===== config.mk =====
export PLATFORM = sky130hd
export DESIGN_NAME = ring_fifo_with_peek
export DESIGN_NICKNAME = d
export VERILOG_FILES = /design/src/rtl/rfp_pkg.sv /design/src/rtl/rfp_ram.sv /design/src/rtl/rfp_ctrl.sv /design/src/rtl/rfp_datapath.sv /design/src/rtl/ring_fifo_with_peek.sv
export SDC_FILE = /design/constraint.sdc
export NUM_CORES = 1
export LEC_CHECK = 0
export BUFFER_PORTS_ARGS = -buffer_cell sky130_fd_sc_hd__buf_2
export CORE_MARGIN = 2
export CORE_UTILIZATION = 40
export DETAILED_ROUTE_END_ITERATION = 16
export SYNTH_ARGS = -nofsm -noshare
export SYNTH_HDL_FRONTEND = slang
export SYNTH_SLANG_ARGS = --single-unit

===== constraint.sdc =====
create_clock -name clk -period 5.22 [get_ports clk]
set_input_delay 0.261 -clock clk [delete_from_list [all_inputs] [get_ports clk]]
set_output_delay 0.261 -clock clk [all_outputs]
set_load 0.02 [all_outputs]

===== src/rtl/rfp_pkg.sv =====
// ============================================================================
// rfp_pkg
// Shared types and constants for the ring FIFO with peek: field widths,
// operation and status codes, controller states and the command bundle.
// ============================================================================
package rfp_pkg;

    localparam int DEPTH_DEFAULT      = 16;
    localparam int WORD_WIDTH_DEFAULT = 32;

    localparam int KIND_W   = 2;
    localparam int WORD_W   = 32;
    localparam int OFFSET_W = 4;
    localparam int STATUS_W = 2;
    localparam int COUNT_W  = 4;

    // s_axis_tdata: push_word, peek_offset, padded to whole bytes
    localparam int IN_DATA_W  = ((WORD_W + OFFSET_W + 7) / 8) * 8;
    // m_axis_tdata: read_word, fill_count, free_space, is_empty, padded
    localparam int OUT_DATA_W = ((WORD_W + COUNT_W + COUNT_W + 1 + 7) / 8) * 8;

    typedef enum logic [KIND_W-1:0] {
        KIND_PUSH  = 2'd0,
        KIND_POP   = 2'd1,
        KIND_PEEK  = 2'd2,
        KIND_CLEAR = 2'd3
    } kind_t;

    typedef enum logic [STATUS_W-1:0] {
        STATUS_OK   = 2'd0,
        STATUS_FULL = 2'd1,
        STATUS_MISS = 2'd2
    } status_t;

    typedef enum logic [1:0] {
        ST_IDLE,
        ST_EXEC,
        ST_LOAD
    } state_t;

    typedef struct packed {
        logic capture;   // latch the accepted operation
        logic exec;      // run the operation against the indices and RAM
        logic load;      // move the finished result into the output register
    } rfp_cmd_t;

endpackage


===== src/rtl/rfp_ram.sv =====
// ============================================================================
// rfp_ram
// Generic single-write, single-read RAM with a registered read port.
// ============================================================================
module rfp_ram #(
    parameter int WIDTH = 32,
    parameter int DEPTH = 16
) (
    input  logic                     clk,
    input  logic                     we,
    input  logic [$clog2(DEPTH)-1:0] waddr,
    input  logic [WIDTH-1:0]         wdata,
    input  logic                     re,
    input  logic [$clog2(DEPTH)-1:0] raddr,
    output logic [WIDTH-1:0]         rdata
);

    logic [WIDTH-1:0] mem [DEPTH];
    logic [WIDTH-1:0] rdata_reg;

    always_ff @(posedge clk)
    begin
        if (we)
        begin
            mem[waddr] <= wdata;
        end
        if (re)
        begin
            rdata_reg <= mem[raddr];
        end
    end

    assign rdata = rdata_reg;

endmodule


===== src/rtl/rfp_ctrl.sv =====
// ============================================================================
// rfp_ctrl
// Operation sequencer: accept, execute, then hand the result to the output
// register once it is free.
// ============================================================================
module rfp_ctrl (
    input  logic              clk,
    input  logic              rst_n,
    input  logic              in_valid,
    output logic              in_ready,
    output logic              out_valid,
    input  logic              out_ready,
    output rfp_pkg::rfp_cmd_t cmd
);
    import rfp_pkg::*;

    state_t state_reg;
    state_t state_next;
    logic   out_valid_reg;
    logic   out_valid_next;

    always_ff @(posedge clk or negedge rst_n)
    begin
        if (!rst_n)
        begin
            state_reg     <= ST_IDLE;
            out_valid_reg <= 1'b0;
        end
        else
        begin
            state_reg     <= state_next;
            out_valid_reg <= out_valid_next;
        end
    end

    always_comb
    begin
        state_next  = state_reg;
        in_ready    = 1'b0;
        cmd.capture = 1'b0;
        cmd.exec    = 1'b0;
        cmd.load    = 1'b0;
        case (state_reg)
            ST_IDLE:
            begin
                in_ready    = 1'b1;
                cmd.capture = in_valid;
                if (in_valid)
                begin
                    state_next = ST_EXEC;
                end
            end
            ST_EXEC:
            begin
                cmd.exec   = 1'b1;
                state_next = ST_LOAD;
            end
            ST_LOAD:
            begin
                // hold until the output register is empty or draining
                if (!out_valid_reg || out_ready)
                begin
                    cmd.load   = 1'b1;
                    state_next = ST_IDLE;
                end
            end
            default:
            begin
                state_next = ST_IDLE;
            end
        endcase

        if (cmd.load)
        begin
            out_valid_next = 1'b1;
        end
        else if (out_ready)
        begin
            out_valid_next = 1'b0;
        end
        else
        begin
            out_valid_next = out_valid_reg;
        end
    end

    assign out_valid = out_valid_reg;

endmodule


===== src/rtl/rfp_datapath.sv =====
// ============================================================================
// rfp_datapath
// Head/tail indices, slot RAM and the result registers.
// ============================================================================
module rfp_datapath #(
    parameter int DEPTH      = rfp_pkg::DEPTH_DEFAULT,
    parameter int WORD_WIDTH = rfp_pkg::WORD_WIDTH_DEFAULT
) (
    input  logic                          clk,
    input  logic                          rst_n,
    input  rfp_pkg::rfp_cmd_t             cmd,
    input  logic [rfp_pkg::KIND_W-1:0]    kind,
    input  logic [rfp_pkg::WORD_W-1:0]    push_word,
    input  logic [rfp_pkg::OFFSET_W-1:0]  peek_offset,
    output logic [rfp_pkg::STATUS_W-1:0]  status,
    output logic [rfp_pkg::WORD_W-1:0]    read_word,
    output logic [rfp_pkg::COUNT_W-1:0]   fill_count,
    output logic [rfp_pkg::COUNT_W-1:0]   free_space,
    output logic                          is_empty
);
    import rfp_pkg::*;

    localparam int AW   = $clog2(DEPTH);
    localparam int CW   = (AW > COUNT_W) ? AW : COUNT_W;
    localparam int MAXW = (WORD_WIDTH > WORD_W) ? WORD_WIDTH : WORD_W;

    // captured operation
    kind_t                kind_reg;
    logic [WORD_W-1:0]    word_reg;
    logic [OFFSET_W-1:0]  offset_reg;

    logic [AW-1:0] head_reg, head_next;
    logic [AW-1:0] tail_reg, tail_next;

    // pending result, waiting for the RAM read
    status_t       pend_status_reg, pend_status_next;
    logic          pend_hit_reg, pend_hit_next;
    logic [AW-1:0] pend_fill_reg, pend_fill_next;

    logic [STATUS_W-1:0] status_reg;
    logic [WORD_W-1:0]   read_word_reg;
    logic [COUNT_W-1:0]  fill_count_reg;
    logic [COUNT_W-1:0]  free_space_reg;
    logic                is_empty_reg;

    logic [AW-1:0]         fill_now;
    logic [AW-1:0]         tail_inc;
    logic [AW-1:0]         raddr;
    logic                  ram_we;
    logic                  ram_re;
    logic [MAXW-1:0]       wide_in;
    logic [WORD_WIDTH-1:0] ram_wdata;
    logic [WORD_WIDTH-1:0] ram_rdata;
    logic [MAXW-1:0]       wide_out;
    logic [CW-1:0]         fill_ext;
    logic [CW-1:0]         offset_ext;

    assign wide_in   = MAXW'(word_reg);
    assign ram_wdata = wide_in[WORD_WIDTH-1:0];
    assign wide_out  = MAXW'(ram_rdata);

    assign fill_now   = tail_reg - head_reg;
    assign tail_inc   = tail_reg + AW'(1);
    assign fill_ext   = CW'(fill_now);
    assign offset_ext = CW'(offset_reg);

    always_comb
    begin
        head_next        = head_reg;
        tail_next        = tail_reg;
        pend_status_next = STATUS_OK;
        pend_hit_next    = 1'b0;
        ram_we           = 1'b0;
        ram_re           = 1'b0;
        raddr            = head_reg;
        case (kind_reg)
            KIND_PUSH:
            begin
                if (tail_inc == head_reg)
                begin
                    pend_status_next = STATUS_FULL;
                end
                else
                begin
                    ram_we    = cmd.exec;
                    tail_next = tail_inc;
                end
            end
            KIND_POP:
            begin
                if (head_reg == tail_reg)
                begin
                    pend_status_next = STATUS_MISS;
                end
                else
                begin
                    ram_re        = cmd.exec;
                    pend_hit_next = 1'b1;
                    head_next     = head_reg + AW'(1);
                end
            end
            KIND_PEEK:
            begin
                // fill not above offset also covers the empty case
                if (fill_ext <= offset_ext)
                begin
                    pend_status_next = STATUS_MISS;
                end
                else
                begin
                    ram_re        = cmd.exec;
                    pend_hit_next = 1'b1;
                    raddr         = head_reg + AW'(offset_reg);
                end
            end
            KIND_CLEAR:
            begin
                head_next = '0;
                tail_next = '0;
            end
            default:
            begin
                head_next = head_reg;
            end
        endcase
        pend_fill_next = tail_next - head_next;
    end

    always_ff @(posedge clk or negedge rst_n)
    begin
        if (!rst_n)
        begin
            head_reg <= '0;
            tail_reg <= '0;
        end
        else if (cmd.exec)
        begin
            head_reg <= head_next;
            tail_reg <= tail_next;
        end
    end

    always_ff @(posedge clk)
    begin
        if (cmd.capture)
        begin
            kind_reg   <= kind_t'(kind);
            word_reg   <= push_word;
            offset_reg <= peek_offset;
        end
        if (cmd.exec)
        begin
            pend_status_reg <= pend_status_next;
            pend_hit_reg    <= pend_hit_next;
            pend_fill_reg   <= pend_fill_next;
        end
        if (cmd.load)
        begin
            status_reg     <= pend_status_reg;
            read_word_reg  <= pend_hit_reg ? wide_out[WORD_W-1:0] : '0;
            fill_count_reg <= COUNT_W'(CW'(pend_fill_reg));
            free_space_reg <= COUNT_W'(CW'(~pend_fill_reg));
            is_empty_reg   <= (pend_fill_reg == '0);
        end
    end

    rfp_ram #(
        .WIDTH (WORD_WIDTH),
        .DEPTH (DEPTH)
    ) u_ram (
        .clk   (clk),
        .we    (ram_we),
        .waddr (tail_reg),
        .wdata (ram_wdata),
        .re    (ram_re),
        .raddr (raddr),
        .rdata (ram_rdata)
    );

    assign status     = status_reg;
    assign read_word  = read_word_reg;
    assign fill_count = fill_count_reg;
    assign free_space = free_space_reg;
    assign is_empty   = is_empty_reg;

endmodule


===== src/rtl/ring_fifo_with_peek.sv =====
// ============================================================================
// ring_fifo_with_peek
// Ring FIFO of DEPTH slots holding up to DEPTH-1 words, driven by a stream
// of push / pop / peek / clear operations, one result per operation.
// ============================================================================
// Usage:
//   Input channel (s_axis): one transfer per operation. tuser carries the
//   operation kind, tdata the word to push and the peek offset.
//   Output channel (m_axis): one transfer per operation, in order. tuser
//   carries the status (ok, full, miss), tdata the word read plus the fill
//   count, free space and empty flag after the operation.
//   Sequencing: the sequencer steps through accept, execute (index update,
//   RAM write or RAM read issue) and result load, the last step set by the
//   registered read port of the slot RAM. A new operation is accepted only
//   after the previous one has reached the load step and been loaded.
//   The output register lets a new operation be taken while the previous
//   result is still waiting; when the receiver stalls, the finished result
//   holds in the load step until the output register frees.
//   Reset: head and tail return to zero (FIFO empty); no result is pending.
//   Slot contents are not cleared, and only slots already written are read.
// ============================================================================
module ring_fifo_with_peek #(
    parameter int DEPTH      = rfp_pkg::DEPTH_DEFAULT,
    parameter int WORD_WIDTH = rfp_pkg::WORD_WIDTH_DEFAULT
) (
    input  logic                            clk,
    input  logic                            rst_n,
    input  logic                            s_axis_tvalid,
    output logic                            s_axis_tready,
    // [31:0] push_word, [35:32] peek_offset, rest zero
    input  logic [rfp_pkg::IN_DATA_W-1:0]   s_axis_tdata,
    // [1:0] kind
    input  logic [rfp_pkg::KIND_W-1:0]      s_axis_tuser,
    output logic                            m_axis_tvalid,
    input  logic                            m_axis_tready,
    // [31:0] read_word, [35:32] fill_count, [39:36] free_space,
    // [40] is_empty, rest zero
    output logic [rfp_pkg::OUT_DATA_W-1:0]  m_axis_tdata,
    // [1:0] status
    output logic [rfp_pkg::STATUS_W-1:0]    m_axis_tuser
);
    import rfp_pkg::*;

    rfp_cmd_t           cmd;
    logic [WORD_W-1:0]  read_word;
    logic [COUNT_W-1:0] fill_count;
    logic [COUNT_W-1:0] free_space;
    logic               is_empty;

    // sequencer: owns both handshakes
    rfp_ctrl u_ctrl (
        .clk       (clk),
        .rst_n     (rst_n),
        .in_valid  (s_axis_tvalid),
        .in_ready  (s_axis_tready),
        .out_valid (m_axis_tvalid),
        .out_ready (m_axis_tready),
        .cmd       (cmd)
    );

    // indices, slot RAM and result registers
    rfp_datapath #(
        .DEPTH      (DEPTH),
        .WORD_WIDTH (WORD_WIDTH)
    ) u_datapath (
        .clk         (clk),
        .rst_n       (rst_n),
        .cmd         (cmd),
        .kind        (s_axis_tuser),
        .push_word   (s_axis_tdata[WORD_W-1:0]),
        .peek_offset (s_axis_tdata[WORD_W +: OFFSET_W]),
        .status      (m_axis_tuser),
        .read_word   (read_word),
        .fill_count  (fill_count),
        .free_space  (free_space),
        .is_empty    (is_empty)
    );

    // pack result fields from the lowest bit up, zero fill to the byte
    assign m_axis_tdata = OUT_DATA_W'({is_empty, free_space, fill_count, read_word});

endmodule


==> summary.txt <==
Synth
  – Synth top cells by count: edfxtp_1 (632), o211ai_1 (257), o21ai_0 (136), nand3_1 (129), clkbuf_1 (99)
  – Post-synth ARST share: 0.0171
  – Mean Syn Cell Area: 15.8 um2
  – Count leader, synth: edfxtp_1
  – Cell count after synthesis: 1662
  – Top post-synthesis cells by area: edfxtp_1 (72%), o211ai_1 (7.4%), mux2_1 (3.6%), o21ai_0 (2.6%), nand3_1 (2.5%)
  – Yosys reg bits: 643
  – Post-synth top area cell: edfxtp_1
  – Synth top area share: 0.724
  – Number of synthesized flops with an enable pin: 632
  – Post-Syn Area: 26200 um2
  – Ys Warns: 0
  – Synth unique cells: 54
  – Sequential-to-total area share from yosys stat: 0.734
  – Main synth FF type: edfxtp_1

Route
  – Initial drt markers: 1463
  – DRC Markers: 0
  – DR pass1 iterations: 5
  – Routed vias/inst: 5.69
  – Post-route ant nets: 0
  – Routed wire length: 65300 um
  – Avg WL per Cell: 24.4 um
  – Via total after detailed routing: 15200

Global route
  – First-pass GRT wire length: 97200 um
  – Total grt overflow: 0
  – Pin count of the biggest net entering global routing: 130
  – Vias in the first global route: 15100
  – Antenna violations before repair: 0
  – GRT Overall Usage: 0.192

Power and ir drop
  – P_leak: 9.89 nW
  – Worst vdd ir: 0.395 mV
  – PwrDens: 515 nW/um2
  – Power, Total: 15.5 mW

Hold path
  – HP Class: in -> async

Clock network
  – Worst skew pair latency: 600 ps
  – H-tree depth: 3
  – Clock Sinks: 643
  – Total CTS buffers: 69
  – PostCTS Resize Cnt: 0
  – Clock buffer depth: 3
  – CTS tree: yes
  – CTS clk-pin slew, worst paths: 60 ps
  – Hold-fix buffers, CTS: 41
  – CTS Root Cell: clkbuf_16
  – Post-CTS setup repair buffer count: 0

Layout
  – Final instance area: 30200 um2
  – Syn-to-layout area delta: 15.1%
  – Multi-input logic area: 6390 um2
  – Proportion of layout cells with a drive suffix above 1: 0.164
  – Final #Nets: 1837
  – # fillers: 5554
  – Finished Core Util: 0.467
  – Antenna diode count: 0
  – Max FFs per register: 512
  – Non-Filler Instances: 2671
  – Reg area: 19300 um2
  – Largest Register: u_datapath.u_ram.mem

Worst setup path
  – Worst setup EP type: register
  – Worst Path Required: 5540 ps
  – CP Class: reg -> reg
  – Worst-path maximum fanout: 33
  – Worst EP arrival: 4860 ps
  – Worst Setup Start Kind: register

STA
  – Final WS setup: 679 ps
  – Slew @ Worst Pin: 1170 ps
  – Slew Limit Fails: 0
  – Worst rel slew slack: 0.219
  – Max Clock Skew: 18.8 ps
  – Hold slack: 82.3 ps
  – Fin crit period: 4540 ps
  – Final period util: 0.870
  – Setup TNS: 0 ps
  – RSZ-0062 raised after global routing: false
  – Final Hold Vio Count: 0
  – Maximum clock rate: 220 MHz
  – Final setup vio count: 0

Placed design
  – Place WS: 664 ps
  – IO buf count: 86
  – Placed instance area: 27600 um2
  – Dpl cells: 2508
  – Gpl congestion: 0.760
  – Post-DP HPWL: 33300 um

Floorplanning
  – CORE AREA: 64600 um2
  – Row count: 93
  – Num ports: 98
  – Initial cell density of the core: 0.406
  – Die span in y: 260 um
  – Die area: 67600 um2
  – Die Wd: 260 um

Outcome
  – Status: finished clean

Run
  – Maxcap violations: 0
## power by group
part | switching, mW | total, mW | internal (mW)
registers | 0.231 | 6.38 | 6.14
clock network | 1.97 | 4.70 | 2.72
logic | 2.88 | 4.46 | 1.58
total | 5.08 | 15.5 | 10.4
## placed cells by master, fill, tap and decap left out, types with 33 or more instances in the layout
master and instances:
and2_1 34, buf_2 86, buf_4 33, clkbuf_16 72, dlygate4sd3_1 41, edfxtp_1 632
mux2_1 83, mux2_2 47, nand3_1 129, nand4_1 35, o211ai_1 257, o21ai_0 136
## final timing paths
check                                              start                         end  slack (ps)  depth (start not counted)
setup / recovery                  u_datapath.head_reg[1]  u_datapath.u_ram.rdata[29]         680                         13
hold / removal                                     rst_n      u_datapath.head_reg[2]          80                          2
setup reg to reg                  u_datapath.head_reg[1]  u_datapath.u_ram.rdata[29]         680                         13
hold reg to reg            u_datapath.pend_status_reg[1]        u_datapath.status[1]         440                          0
max in group asynchronous                          rst_n         u_ctrl.state_reg[0]        4930                          2
min in group clk                        s_axis_tdata[10]    u_datapath.ram_wdata[10]         360                          2
## critical path: stages (launching register included)
cell,delay (ps)
dfrtp_1,490
inv_1,180
ha_1,320
a21o_1,150
a21oi_1,160
xnor2_1,90
ha_1,340
nand4_1,340
a41o_4,540
nor2_4,440
buf_4,440
mux2_1,370
o211ai_1,230
nand4_1,140
## layout make-up
cell class,instances,share of cell area
sequential,643,0.638
multi-input combinational,862,0.212
clock buffer,88,0.0617
timing repair buffer,168,0.0414
tap,855,0.0354
clock inverter,34,0.00924
inverter,21,0.00269
## per-layer routing
layer | GRT usage | vias up | routed length (um)
li1 | - | 6822 | -
met1 | 0.262 | 7854 | 28500
met2 | 0.320 | 452 | 32200
met5 | 0 | - | 0
met3 | 0.0271 | 80 | 3350
met4 | 0.0567 | 0 | 1180
## cell families after synthesis
| group | Yosys count | share of synthesized area |
|---|---|---|
| multiplexers | 135 | 0.0581 |
| buffers and inverters | 163 | 0.0274 |
| AO/OA/AOI/OAI | 424 | 0.109 |
| AND/OR/NAND/NOR | 258 | 0.0537 |
| XOR/XNOR | 12 | 0.00429 |
| flip-flops | 643 | 0.734 |
| adder cells (fa/ha/maj) | 26 | 0.0133 |
| other | 1 | 0.000143 |
No activity file was read; power rests on OpenSTA's default activity.
